### src/hdl/wpd_pkg.sv
// Shared constants and types for the Walsh-4 spread 4-PAM demodulator.
// Depends on nothing; every other file of the block refers to it by scoped names.
package wpd_pkg;

  localparam int SAMPLE_W = 12;
  localparam int NUM_SAMPLES = 4;
  localparam int SUM_W = 14;
  localparam int NUM_THR = 12;
  localparam int THR_IDX_W = 4;
  localparam int LVL_W = 4;
  localparam int ACC_W = 7;
  localparam int NUM_ROWS = 4;
  localparam int POS_W = 2;
  localparam int SYM_W = 8;
  localparam int PADDR_W = 3;
  localparam int PDATA_W = 32;
  localparam int PROD_W = 2 * SAMPLE_W;
  localparam int RECIP3_W = 16;
  localparam int RECIP3_SHIFT = 17;
  localparam logic [RECIP3_W-1:0] RECIP3 = 16'd43691;
  localparam logic [SAMPLE_W-1:0] LOW_RESET = 12'd0;
  localparam logic [SAMPLE_W-1:0] HIGH_RESET = 12'd4095;

  typedef enum logic {
    REG_LOW_LEVEL  = 1'b0,
    REG_HIGH_LEVEL = 1'b1
  } reg_idx_t;

  typedef logic [NUM_THR-1:0][SAMPLE_W-1:0] thr_arr_t;

  // One quantized chip moving from the chip level pipeline to the Walsh stage.
  typedef struct packed {
    logic             valid;
    logic             start;
    logic [LVL_W-1:0] level;
  } lvl_xfer_t;

endpackage

### src/hdl/wpd_thresh.sv
// Configuration registers and the 12 chip level thresholds of the demodulator.
// Uses wpd_pkg; refreshes the thresholds through one multiplier after each write.
module wpd_thresh (
  input  logic                           clk,
  input  logic                           rst,
  input  logic                           psel,
  input  logic                           penable,
  input  logic                           pwrite,
  input  logic [wpd_pkg::PADDR_W-1:0]    paddr,
  input  logic [wpd_pkg::PDATA_W-1:0]    pwdata,
  output logic [wpd_pkg::PDATA_W-1:0]    prdata,
  output wpd_pkg::thr_arr_t              thr,
  output logic                           busy
);

  function automatic logic [wpd_pkg::SAMPLE_W-1:0] thr_base(
    input logic [wpd_pkg::THR_IDX_W-1:0] idx
  );
    logic [wpd_pkg::SAMPLE_W-1:0] b;
    case (idx)
      4'd0:    b = 12'd171;
      4'd1:    b = 12'd512;
      4'd2:    b = 12'd853;
      4'd3:    b = 12'd1195;
      4'd4:    b = 12'd1536;
      4'd5:    b = 12'd1877;
      4'd6:    b = 12'd2218;
      4'd7:    b = 12'd2560;
      4'd8:    b = 12'd2901;
      4'd9:    b = 12'd3243;
      4'd10:   b = 12'd3584;
      4'd11:   b = 12'd3925;
      default: b = 12'd0;
    endcase
    return b;
  endfunction

  logic [wpd_pkg::SAMPLE_W-1:0]  low_level;
  logic [wpd_pkg::SAMPLE_W-1:0]  high_level;
  logic                          run;
  logic [wpd_pkg::THR_IDX_W-1:0] idx;
  logic                          prod_valid;
  logic [wpd_pkg::THR_IDX_W-1:0] prod_idx;
  logic [wpd_pkg::PROD_W-1:0]    prod;
  logic                          wr;
  wpd_pkg::reg_idx_t             wr_reg;
  logic [wpd_pkg::SAMPLE_W-1:0]  span;
  logic [wpd_pkg::PROD_W:0]      quot_sum;
  logic [wpd_pkg::SAMPLE_W:0]    thr_sum;

  assign wr = psel && penable && pwrite;
  assign wr_reg = wpd_pkg::reg_idx_t'(paddr[2]);

  always_comb begin
    case (wpd_pkg::reg_idx_t'(paddr[2]))
      wpd_pkg::REG_LOW_LEVEL:
        prdata = {{(wpd_pkg::PDATA_W-wpd_pkg::SAMPLE_W){1'b0}}, low_level};
      wpd_pkg::REG_HIGH_LEVEL:
        prdata = {{(wpd_pkg::PDATA_W-wpd_pkg::SAMPLE_W){1'b0}}, high_level};
      default:
        prdata = '0;
    endcase
  end

  // An empty range gives a zero span, so every threshold becomes low_level.
  assign span = (high_level > low_level) ? (high_level - low_level) : '0;

  // Division by 4095 of a 24-bit product: (x + (x >> 12) + 1) >> 12.
  assign quot_sum = {1'b0, prod} + (wpd_pkg::PROD_W+1)'(prod >> wpd_pkg::SAMPLE_W)
                    + (wpd_pkg::PROD_W+1)'(1);
  assign thr_sum = {1'b0, low_level}
                   + {1'b0, quot_sum[wpd_pkg::PROD_W-1:wpd_pkg::SAMPLE_W]};

  assign busy = run || prod_valid;

  always_ff @(posedge clk) begin
    if (rst) begin
      low_level <= wpd_pkg::LOW_RESET;
      high_level <= wpd_pkg::HIGH_RESET;
      run <= 1'b0;
      idx <= '0;
      prod_valid <= 1'b0;
      for (int i = 0; i < wpd_pkg::NUM_THR; i++) begin
        thr[i] <= thr_base(wpd_pkg::THR_IDX_W'(i));
      end
    end else begin
      if (wr) begin
        case (wr_reg)
          wpd_pkg::REG_LOW_LEVEL:  low_level <= pwdata[wpd_pkg::SAMPLE_W-1:0];
          wpd_pkg::REG_HIGH_LEVEL: high_level <= pwdata[wpd_pkg::SAMPLE_W-1:0];
          default: ;
        endcase
        run <= 1'b1;
        idx <= '0;
      end else if (run) begin
        idx <= idx + 1'b1;
        if (idx == wpd_pkg::THR_IDX_W'(wpd_pkg::NUM_THR - 1)) begin
          run <= 1'b0;
        end
      end
      prod_valid <= run;
      if (prod_valid) begin
        thr[prod_idx] <= thr_sum[wpd_pkg::SAMPLE_W-1:0];
      end
    end
  end

  always_ff @(posedge clk) begin
    prod <= span * thr_base(idx);
    prod_idx <= idx;
  end

endmodule

### src/hdl/wpd_dev_lane.sv
// One deviation lane: registered absolute distance of a sample from the chip mean.
// Uses wpd_pkg for widths; four copies run side by side in wpd_chip_level.
module wpd_dev_lane (
  input  logic                         clk,
  input  logic                         load,
  input  logic [wpd_pkg::SAMPLE_W-1:0] sample,
  input  logic [wpd_pkg::SAMPLE_W-1:0] mean,
  output logic [wpd_pkg::SAMPLE_W-1:0] dev
);

  always_ff @(posedge clk) begin
    if (load) begin
      dev <= (sample > mean) ? (sample - mean) : (mean - sample);
    end
  end

endmodule

### src/hdl/wpd_chip_level.sv
// Chip level pipeline: sum, four deviation lanes, outlier drop, divide by 3, quantize.
// Uses wpd_pkg and wpd_dev_lane; thresholds come from wpd_thresh.
module wpd_chip_level (
  input  logic                         clk,
  input  logic                         rst,
  input  logic                         in_valid,
  output logic                         in_ready,
  input  logic [wpd_pkg::SAMPLE_W-1:0] sample_a,
  input  logic [wpd_pkg::SAMPLE_W-1:0] sample_b,
  input  logic [wpd_pkg::SAMPLE_W-1:0] sample_c,
  input  logic [wpd_pkg::SAMPLE_W-1:0] sample_d,
  input  logic                         symbol_start,
  input  wpd_pkg::thr_arr_t            thr,
  output wpd_pkg::lvl_xfer_t           lvl,
  input  logic                         lvl_ready
);

  localparam int NS = wpd_pkg::NUM_SAMPLES;
  localparam int SW = wpd_pkg::SAMPLE_W;

  logic [SW-1:0] in_s [NS];

  logic v1, v2, v3, v4, v5;
  logic r1, r2, r3, r4, r5;

  logic [SW-1:0]               s1 [NS];
  logic [wpd_pkg::SUM_W-1:0]   sum1;
  logic                        start1;
  logic [SW-1:0]               s2 [NS];
  logic [SW-1:0]               dev2 [NS];
  logic [wpd_pkg::SUM_W-1:0]   sum2;
  logic                        start2;
  logic [wpd_pkg::SUM_W-1:0]   rem3;
  logic                        start3;
  logic [SW-1:0]               avg4;
  logic                        start4;
  logic [wpd_pkg::LVL_W-1:0]   lvl5;
  logic                        start5;

  logic [wpd_pkg::SUM_W-1:0]   in_sum;
  logic [1:0]                  worst;
  logic [SW-1:0]               max_dev;
  logic [wpd_pkg::SUM_W+wpd_pkg::RECIP3_W-1:0] prod3;
  logic [wpd_pkg::LVL_W-1:0]   count;

  assign in_s[0] = sample_a;
  assign in_s[1] = sample_b;
  assign in_s[2] = sample_c;
  assign in_s[3] = sample_d;

  assign r5 = !v5 || lvl_ready;
  assign r4 = !v4 || r5;
  assign r3 = !v3 || r4;
  assign r2 = !v2 || r3;
  assign r1 = !v1 || r2;
  assign in_ready = r1;

  always_ff @(posedge clk) begin
    if (rst) begin
      v1 <= 1'b0;
      v2 <= 1'b0;
      v3 <= 1'b0;
      v4 <= 1'b0;
      v5 <= 1'b0;
    end else begin
      if (r1) v1 <= in_valid;
      if (r2) v2 <= v1;
      if (r3) v3 <= v2;
      if (r4) v4 <= v3;
      if (r5) v5 <= v4;
    end
  end

  always_comb begin
    in_sum = '0;
    for (int i = 0; i < NS; i++) begin
      in_sum = in_sum + wpd_pkg::SUM_W'(in_s[i]);
    end
  end

  always_ff @(posedge clk) begin
    if (r1 && in_valid) begin
      s1 <= in_s;
      sum1 <= in_sum;
      start1 <= symbol_start;
    end
  end

  for (genvar g = 0; g < NS; g++) begin : g_lane
    wpd_dev_lane u_lane (
      .clk    (clk),
      .load   (r2 && v1),
      .sample (s1[g]),
      .mean   (sum1[wpd_pkg::SUM_W-1:2]),
      .dev    (dev2[g])
    );
  end

  always_ff @(posedge clk) begin
    if (r2 && v1) begin
      s2 <= s1;
      sum2 <= sum1;
      start2 <= start1;
    end
  end

  // The first sample with the strictly largest deviation is dropped.
  always_comb begin
    worst = '0;
    max_dev = '0;
    for (int i = 0; i < NS; i++) begin
      if (dev2[i] > max_dev) begin
        max_dev = dev2[i];
        worst = 2'(i);
      end
    end
  end

  always_ff @(posedge clk) begin
    if (r3 && v2) begin
      rem3 <= sum2 - wpd_pkg::SUM_W'(s2[worst]);
      start3 <= start2;
    end
  end

  assign prod3 = rem3 * wpd_pkg::RECIP3;

  always_ff @(posedge clk) begin
    if (r4 && v3) begin
      avg4 <= prod3[wpd_pkg::RECIP3_SHIFT+SW-1:wpd_pkg::RECIP3_SHIFT];
      start4 <= start3;
    end
  end

  // The thresholds never decrease, so the level is the count of those reached.
  always_comb begin
    count = '0;
    for (int i = 0; i < wpd_pkg::NUM_THR; i++) begin
      count = count + wpd_pkg::LVL_W'(avg4 >= thr[i]);
    end
  end

  always_ff @(posedge clk) begin
    if (r5 && v4) begin
      lvl5 <= count;
      start5 <= start4;
    end
  end

  assign lvl.valid = v5;
  assign lvl.start = start5;
  assign lvl.level = lvl5;

endmodule

### src/hdl/wpd_walsh.sv
// Inverse 4x4 Walsh accumulation, 4-PAM slicing and the symbol output register.
// Uses wpd_pkg; takes quantized chips from wpd_chip_level.
module wpd_walsh (
  input  logic                      clk,
  input  logic                      rst,
  input  wpd_pkg::lvl_xfer_t        lvl,
  output logic                      lvl_ready,
  output logic                      out_valid,
  input  logic                      out_stall,
  output logic [wpd_pkg::SYM_W-1:0] symbol
);

  localparam int AW = wpd_pkg::ACC_W;

  function automatic logic walsh_neg(input int row, input logic [wpd_pkg::POS_W-1:0] pos);
    logic [3:0] mask;
    case (row)
      0:       mask = 4'b0000;
      1:       mask = 4'b1100;
      2:       mask = 4'b0110;
      3:       mask = 4'b1010;
      default: mask = 4'b0000;
    endcase
    return mask[pos];
  endfunction

  function automatic logic [1:0] slice_pam(input logic signed [AW-1:0] v);
    logic [1:0] r;
    if (v <= -7'sd2) begin
      r = 2'd0;
    end else if (v < 7'sd0) begin
      r = 2'd1;
    end else if (v < 7'sd2) begin
      r = 2'd2;
    end else begin
      r = 2'd3;
    end
    return r;
  endfunction

  logic [wpd_pkg::POS_W-1:0] pos;
  logic signed [AW-1:0]      acc [wpd_pkg::NUM_ROWS];
  logic signed [AW-1:0]      acc_next [wpd_pkg::NUM_ROWS];
  logic [wpd_pkg::POS_W-1:0] pos_eff;
  logic signed [AW-1:0]      chip;
  logic signed [AW-1:0]      est;
  logic [wpd_pkg::SYM_W-1:0] symbol_next;
  logic                      take;
  logic                      last;

  assign lvl_ready = !out_valid || !out_stall;
  assign take = lvl.valid && lvl_ready;
  assign pos_eff = lvl.start ? '0 : pos;
  assign last = (pos_eff == {wpd_pkg::POS_W{1'b1}});
  assign chip = $signed({2'b00, lvl.level, 1'b0}) - 7'sd12;

  always_comb begin
    symbol_next = '0;
    est = '0;
    for (int i = 0; i < wpd_pkg::NUM_ROWS; i++) begin
      acc_next[i] = (lvl.start ? '0 : acc[i]) + (walsh_neg(i, pos_eff) ? -chip : chip);
      est = acc_next[i] >>> 2;
      symbol_next[wpd_pkg::SYM_W-1-2*i -: 2] = slice_pam(est);
    end
  end

  always_ff @(posedge clk) begin
    if (rst) begin
      pos <= '0;
      out_valid <= 1'b0;
      for (int i = 0; i < wpd_pkg::NUM_ROWS; i++) begin
        acc[i] <= '0;
      end
    end else begin
      if (take && last) begin
        out_valid <= 1'b1;
      end else if (!out_stall) begin
        out_valid <= 1'b0;
      end
      if (take) begin
        pos <= last ? '0 : pos_eff + 1'b1;
        for (int i = 0; i < wpd_pkg::NUM_ROWS; i++) begin
          acc[i] <= last ? '0 : acc_next[i];
        end
      end
    end
  end

  always_ff @(posedge clk) begin
    if (take && last) begin
      symbol <= symbol_next;
    end
  end

endmodule

### src/hdl/walsh_4pam_demodulator.sv
// Walsh-4 spread 4-PAM demodulator, top level.
// Uses wpd_pkg, wpd_thresh, wpd_chip_level and wpd_walsh.
//
// The block takes one chip (four ADC samples) per cycle while in_stall is low and emits
// one 8-bit symbol after every fourth chip of a symbol; after its last chip is accepted, a
// symbol passes through the five-stage chip level pipeline and the Walsh accumulation stage
// into the output register. A finished symbol may wait in the output register while new
// chips keep flowing until the pipeline fills. After every write to low_level or
// high_level, in_stall stays high while the threshold unit recomputes the 12 thresholds
// one per cycle through its single multiplier.
module walsh_4pam_demodulator (
  input  logic                         clk,
  input  logic                         rst,
  input  logic                         in_valid,
  output logic                         in_stall,
  input  logic [wpd_pkg::SAMPLE_W-1:0] sample_a,
  input  logic [wpd_pkg::SAMPLE_W-1:0] sample_b,
  input  logic [wpd_pkg::SAMPLE_W-1:0] sample_c,
  input  logic [wpd_pkg::SAMPLE_W-1:0] sample_d,
  input  logic                         symbol_start,
  output logic                         out_valid,
  input  logic                         out_stall,
  output logic [wpd_pkg::SYM_W-1:0]    symbol,
  input  logic                         psel,
  input  logic                         penable,
  input  logic                         pwrite,
  input  logic [wpd_pkg::PADDR_W-1:0]  paddr,
  input  logic [wpd_pkg::PDATA_W-1:0]  pwdata,
  output logic [wpd_pkg::PDATA_W-1:0]  prdata,
  output logic                         pready
);

  wpd_pkg::thr_arr_t  thr;
  wpd_pkg::lvl_xfer_t lvl;
  logic               busy;
  logic               front_ready;
  logic               lvl_ready;

  assign pready = 1'b1;
  assign in_stall = busy || !front_ready;

  wpd_thresh u_thresh (
    .clk     (clk),
    .rst     (rst),
    .psel    (psel),
    .penable (penable),
    .pwrite  (pwrite),
    .paddr   (paddr),
    .pwdata  (pwdata),
    .prdata  (prdata),
    .thr     (thr),
    .busy    (busy)
  );

  wpd_chip_level u_chip_level (
    .clk          (clk),
    .rst          (rst),
    .in_valid     (in_valid && !busy),
    .in_ready     (front_ready),
    .sample_a     (sample_a),
    .sample_b     (sample_b),
    .sample_c     (sample_c),
    .sample_d     (sample_d),
    .symbol_start (symbol_start),
    .thr          (thr),
    .lvl          (lvl),
    .lvl_ready    (lvl_ready)
  );

  wpd_walsh u_walsh (
    .clk       (clk),
    .rst       (rst),
    .lvl       (lvl),
    .lvl_ready (lvl_ready),
    .out_valid (out_valid),
    .out_stall (out_stall),
    .symbol    (symbol)
  );

endmodule

### config.mk
export PLATFORM = sky130hd
export DESIGN_NAME = walsh_4pam_demodulator
export DESIGN_NICKNAME = d
export VERILOG_FILES = /design/src/hdl/wpd_pkg.sv /design/src/hdl/wpd_thresh.sv /design/src/hdl/wpd_dev_lane.sv /design/src/hdl/wpd_chip_level.sv /design/src/hdl/wpd_walsh.sv /design/src/hdl/walsh_4pam_demodulator.sv
export SDC_FILE = /design/constraint.sdc
export NUM_CORES = 2
export LEC_CHECK = 0
export BUFFER_PORTS_ARGS = -buffer_cell sky130_fd_sc_hd__buf_2
export CORE_MARGIN = 2
export CORE_UTILIZATION = 40
export DETAILED_ROUTE_END_ITERATION = 12
export PLACE_DENSITY = 0.53
export SETUP_SLACK_MARGIN = 0.1
export SLEW_MARGIN = 20
export SYNTH_ARGS = -nofsm -noshare
export SYNTH_HDL_FRONTEND = slang
export SYNTH_SLANG_ARGS = --single-unit
### constraint.sdc
create_clock -name clk -period 14.8 [get_ports clk]
set_input_delay 0.74 -clock clk [delete_from_list [all_inputs] [get_ports clk]]
set_output_delay 0.74 -clock clk [all_outputs]
set_load 0.02 [all_outputs]
==> flow_metrics.tcl <==
set metrics [dict create \
    worst_path_most_repeated_cell "a21o_1" \
    gp_congestion 0.826 \
    final_common_cell "ha_1" \
    ys_warn_count 0 \
    cts_hold_buf 0 \
    clk_latency_ns 0.63 \
    drc 0 \
    final_cell_mix "ha_1, inv_1, nand2_1, nor2_1, a21oi_1" \
    wl_um 82000 \
    area_growth_pct 10.3 \
    crit_family "compound AO/OA/AOI/OAI gates" \
    maxCapViolations 0 \
    htree_levels 2 \
    synth_area_per_cell_um2 9.56 \
    io_buffers 90 \
    drive_above_1_share_pct 6.48 \
    fin_skew_ns 0.0409 \
    first_iter_violations 1223 \
    maxSlewViolCount 0 \
    tns_ns 0 \
    crit_buf_inv 3 \
    top_level_ports 134 \
    fin_util_pct 44.3 \
    post_cts_buffers 0 \
    status "completed" \
    crit_slowest_cell "a22o_1" \
    synthesis.area_um2 35400 \
    crit_required_ns 15.16 \
    period_share_pct 66.8 \
    grt_use_total_pct 18.3 \
    die_h_um 301 \
    synthCells 3702 \
    fmax_mhz 101 \
    final_hold_viol_count 0 \
    nets 4579 \
    num_rows 109 \
    worst_slew_pin_slew_ns 1.02 \
    synthFlopType "edfxtp_1" \
    setup_viol 0 \
    antenna_cells 0 \
    grt_max_degree 76 \
    slowest_delay_ns 0.76 \
    worstHoldPathType "in -> reg" \
    placedCellCount 4876 \
    ant_nets 0 \
    rsz0062_at_grt "no" \
    die-area_um2 90900 \
    worst-setup-path-type "reg -> reg" \
    firstDrtPassIters 7 \
    dp_hpwl_um 64100 \
    synth_edf_count 239 \
    ys_types 72 \
    core_um2 88100 \
    start_util_pct 40.2 \
    cts_resized 0 \
    grt.overflow.total 0 \
    numCtsBuffers 53 \
    grt_pass1_wl_um 132000 \
    antenna_found_initial 4 \
    ys_seq_elements 455 \
    cts-root-buf "clkbuf_16" \
    cts_tree "done" \
    wl_per_cell_um 16.5 \
    async_reset_ff_share_pct 0 \
    slew_headroom_pct 31.2 \
    num_vias 24800 \
    final_cells 4975 \
    fillCellCount 8605 \
    startpoint_type "flip-flop" \
    die_width_um 301 \
    crit_fanout 26 \
    end_kind "flip-flop" \
    grt_pass1_vias 24300 \
    ys_seq_area_share_pct 32.5 \
    clk_pin_slew_ns 0.06 \
    cts.sinks 455 \
    clockBufferDepth 3 \
    arrival_ns 10.25 \
    vias_per_cell 4.99 \
    finalCriticalPeriod_ns 9.89 \
]
==> area by class of cell <==
cell class,count,area (µm²),share of cell area [%]
multi-input combinational,2621,21500,55.2
timing repair buffer,113,626,1.60
clock buffer,66,1500,3.84
tap,1165,1460,3.73
inverter,522,1960,5.02
clock inverter,33,459,1.18
sequential,455,11500,29.5
==> layer usage <==
metal | wire length, µm | vias to the layer above | GRT usage [%]
met5 | 13 | - | 0
met2 | 38100 | 324 | 30.3
met4 | 1470 | 2 | 3.90
met1 | 39600 | 11700 | 25.6
met3 | 2850 | 79 | 2.07
li1 | - | 12700 | -
==> Yosys cell counts (all sizes together) (6+ instances only) <==
| library cell | count | area, µm² |
|---|---|---|
| a221oi | 6 | 52.6 |
| o21a | 15 | 113 |
| nor3b | 6 | 50.1 |
| a21o | 102 | 766 |
| or3 | 19 | 119 |
| a21oi | 247 | 1240 |
| a31o | 7 | 61.3 |
| fa | 191 | 3820 |
| and3 | 14 | 97.6 |
| nand2 | 286 | 1070 |
| xnor2 | 99 | 867 |
| and2 | 61 | 382 |
| nand4 | 29 | 181 |
| edfxtp | 239 | 7180 |
| inv | 522 | 1960 |
| o22ai | 6 | 37.5 |
| a31oi | 31 | 194 |
| a311oi | 7 | 61.3 |
| xor2 | 58 | 508 |
| a21boi | 10 | 75.1 |
| ha | 531 | 6640 |
| or2 | 9 | 58.8 |
| o21ai | 154 | 771 |
| o211ai | 61 | 458 |
| nand2b | 40 | 250 |
| o21bai | 21 | 158 |
| mux2 | 6 | 67.6 |
| mux2i | 64 | 641 |
| nor2b | 74 | 463 |
| a211oi | 13 | 97.6 |
| clkbuf | 95 | 358 |
| buf | 28 | 191 |
| nand3 | 41 | 205 |
| o221ai | 11 | 96.3 |
| nor2 | 281 | 1070 |
| nor3 | 44 | 220 |
| dfxtp | 216 | 4320 |
==> state kept, by name, indices dropped and copies added, names as in the netlist, 4 cells and up, named ones only <==
signal	count
u_chip_level.g_lane.u_lane.dev	48
u_chip_level.lvl5	4
u_chip_level.s1	48
u_thresh.prod	24
u_chip_level.sum1	14
u_chip_level.avg4	12
u_chip_level.s2	48
u_chip_level.rem3	14
u_thresh.idx	4
u_walsh.acc	24
u_walsh.symbol	8
u_chip_level.sum2	14
u_thresh.prod_idx	4
u_thresh.high_level	12
u_thresh.thr	144
u_thresh.low_level	12
==> through the flow <==
| stage | instance area (µm²) | worst slack (ns) | hold WS (ns) |
|---|---|---|---|
| 2_1_floorplan | 35500 | 4.83 | 0.363 |
| 4_1_cts | 39000 | 4.43 | 0.258 |
| 6_report | 39000 | 4.91 | 0.298 |
| 5_1_grt | 39000 | 4.15 | 0.273 |
| 3_5_place_dp | 37100 | 4.55 | 0.386 |
| 3_3_place_gp | 37100 | 4.48 | 0.374 |
==> kinds of logic (layout without fill, tap and decap cells) <==
kind of cell	Yosys count	count (layout)	share of synthesized area, %
AO/OA/AOI/OAI	732	732	12.8
flip-flops	455	455	32.5
other	2	21	0.0212
multiplexers	70	70	2.00
adder cells (fa/ha/maj)	722	722	29.6
XOR/XNOR	157	157	3.88
buffers and inverters	645	734	7.09
AND/OR/NAND/NOR	919	919	12.1
==> worst register-to-register path: cells and delay by family, from the launching register on <==
family	cells	cell delay, ns
adders and majority gates	4	1.33
buffers and inverters	3	0.81
and+or+nand+nor	2	0.66
DFF	1	0.42
AOI/OAI and AO/OA	25	5.95
muxes	1	0.33
xor gates and xnor gates	1	0.11
==> final timing paths <==
| kind | start | endpoint | slack [ns] | cells after the start |
|---|---|---|---|---|
| setup reg to reg | u_chip_level.g_lane[0].u_lane.dev[5]$_DFFE_PP_ | u_chip_level.rem3[12]$_DFFE_PP_ | 4.91 | 36 |
| setup / recovery | u_chip_level.g_lane[0].u_lane.dev[5]$_DFFE_PP_ | u_chip_level.rem3[12]$_DFFE_PP_ | 4.91 | 36 |
| hold reg to reg | u_thresh.idx[1]$_SDFFE_PP0P_ | u_thresh.prod_idx[1]$_DFF_P_ | 0.40 | 0 |
| hold / removal | sample_c[5] | u_chip_level.s1[17]$_DFFE_PP_ | 0.30 | 1 |
Power is left out: the tool's default activity adds up to more than one toggle a clock period on the data nets, which glitch-free logic cannot reach.
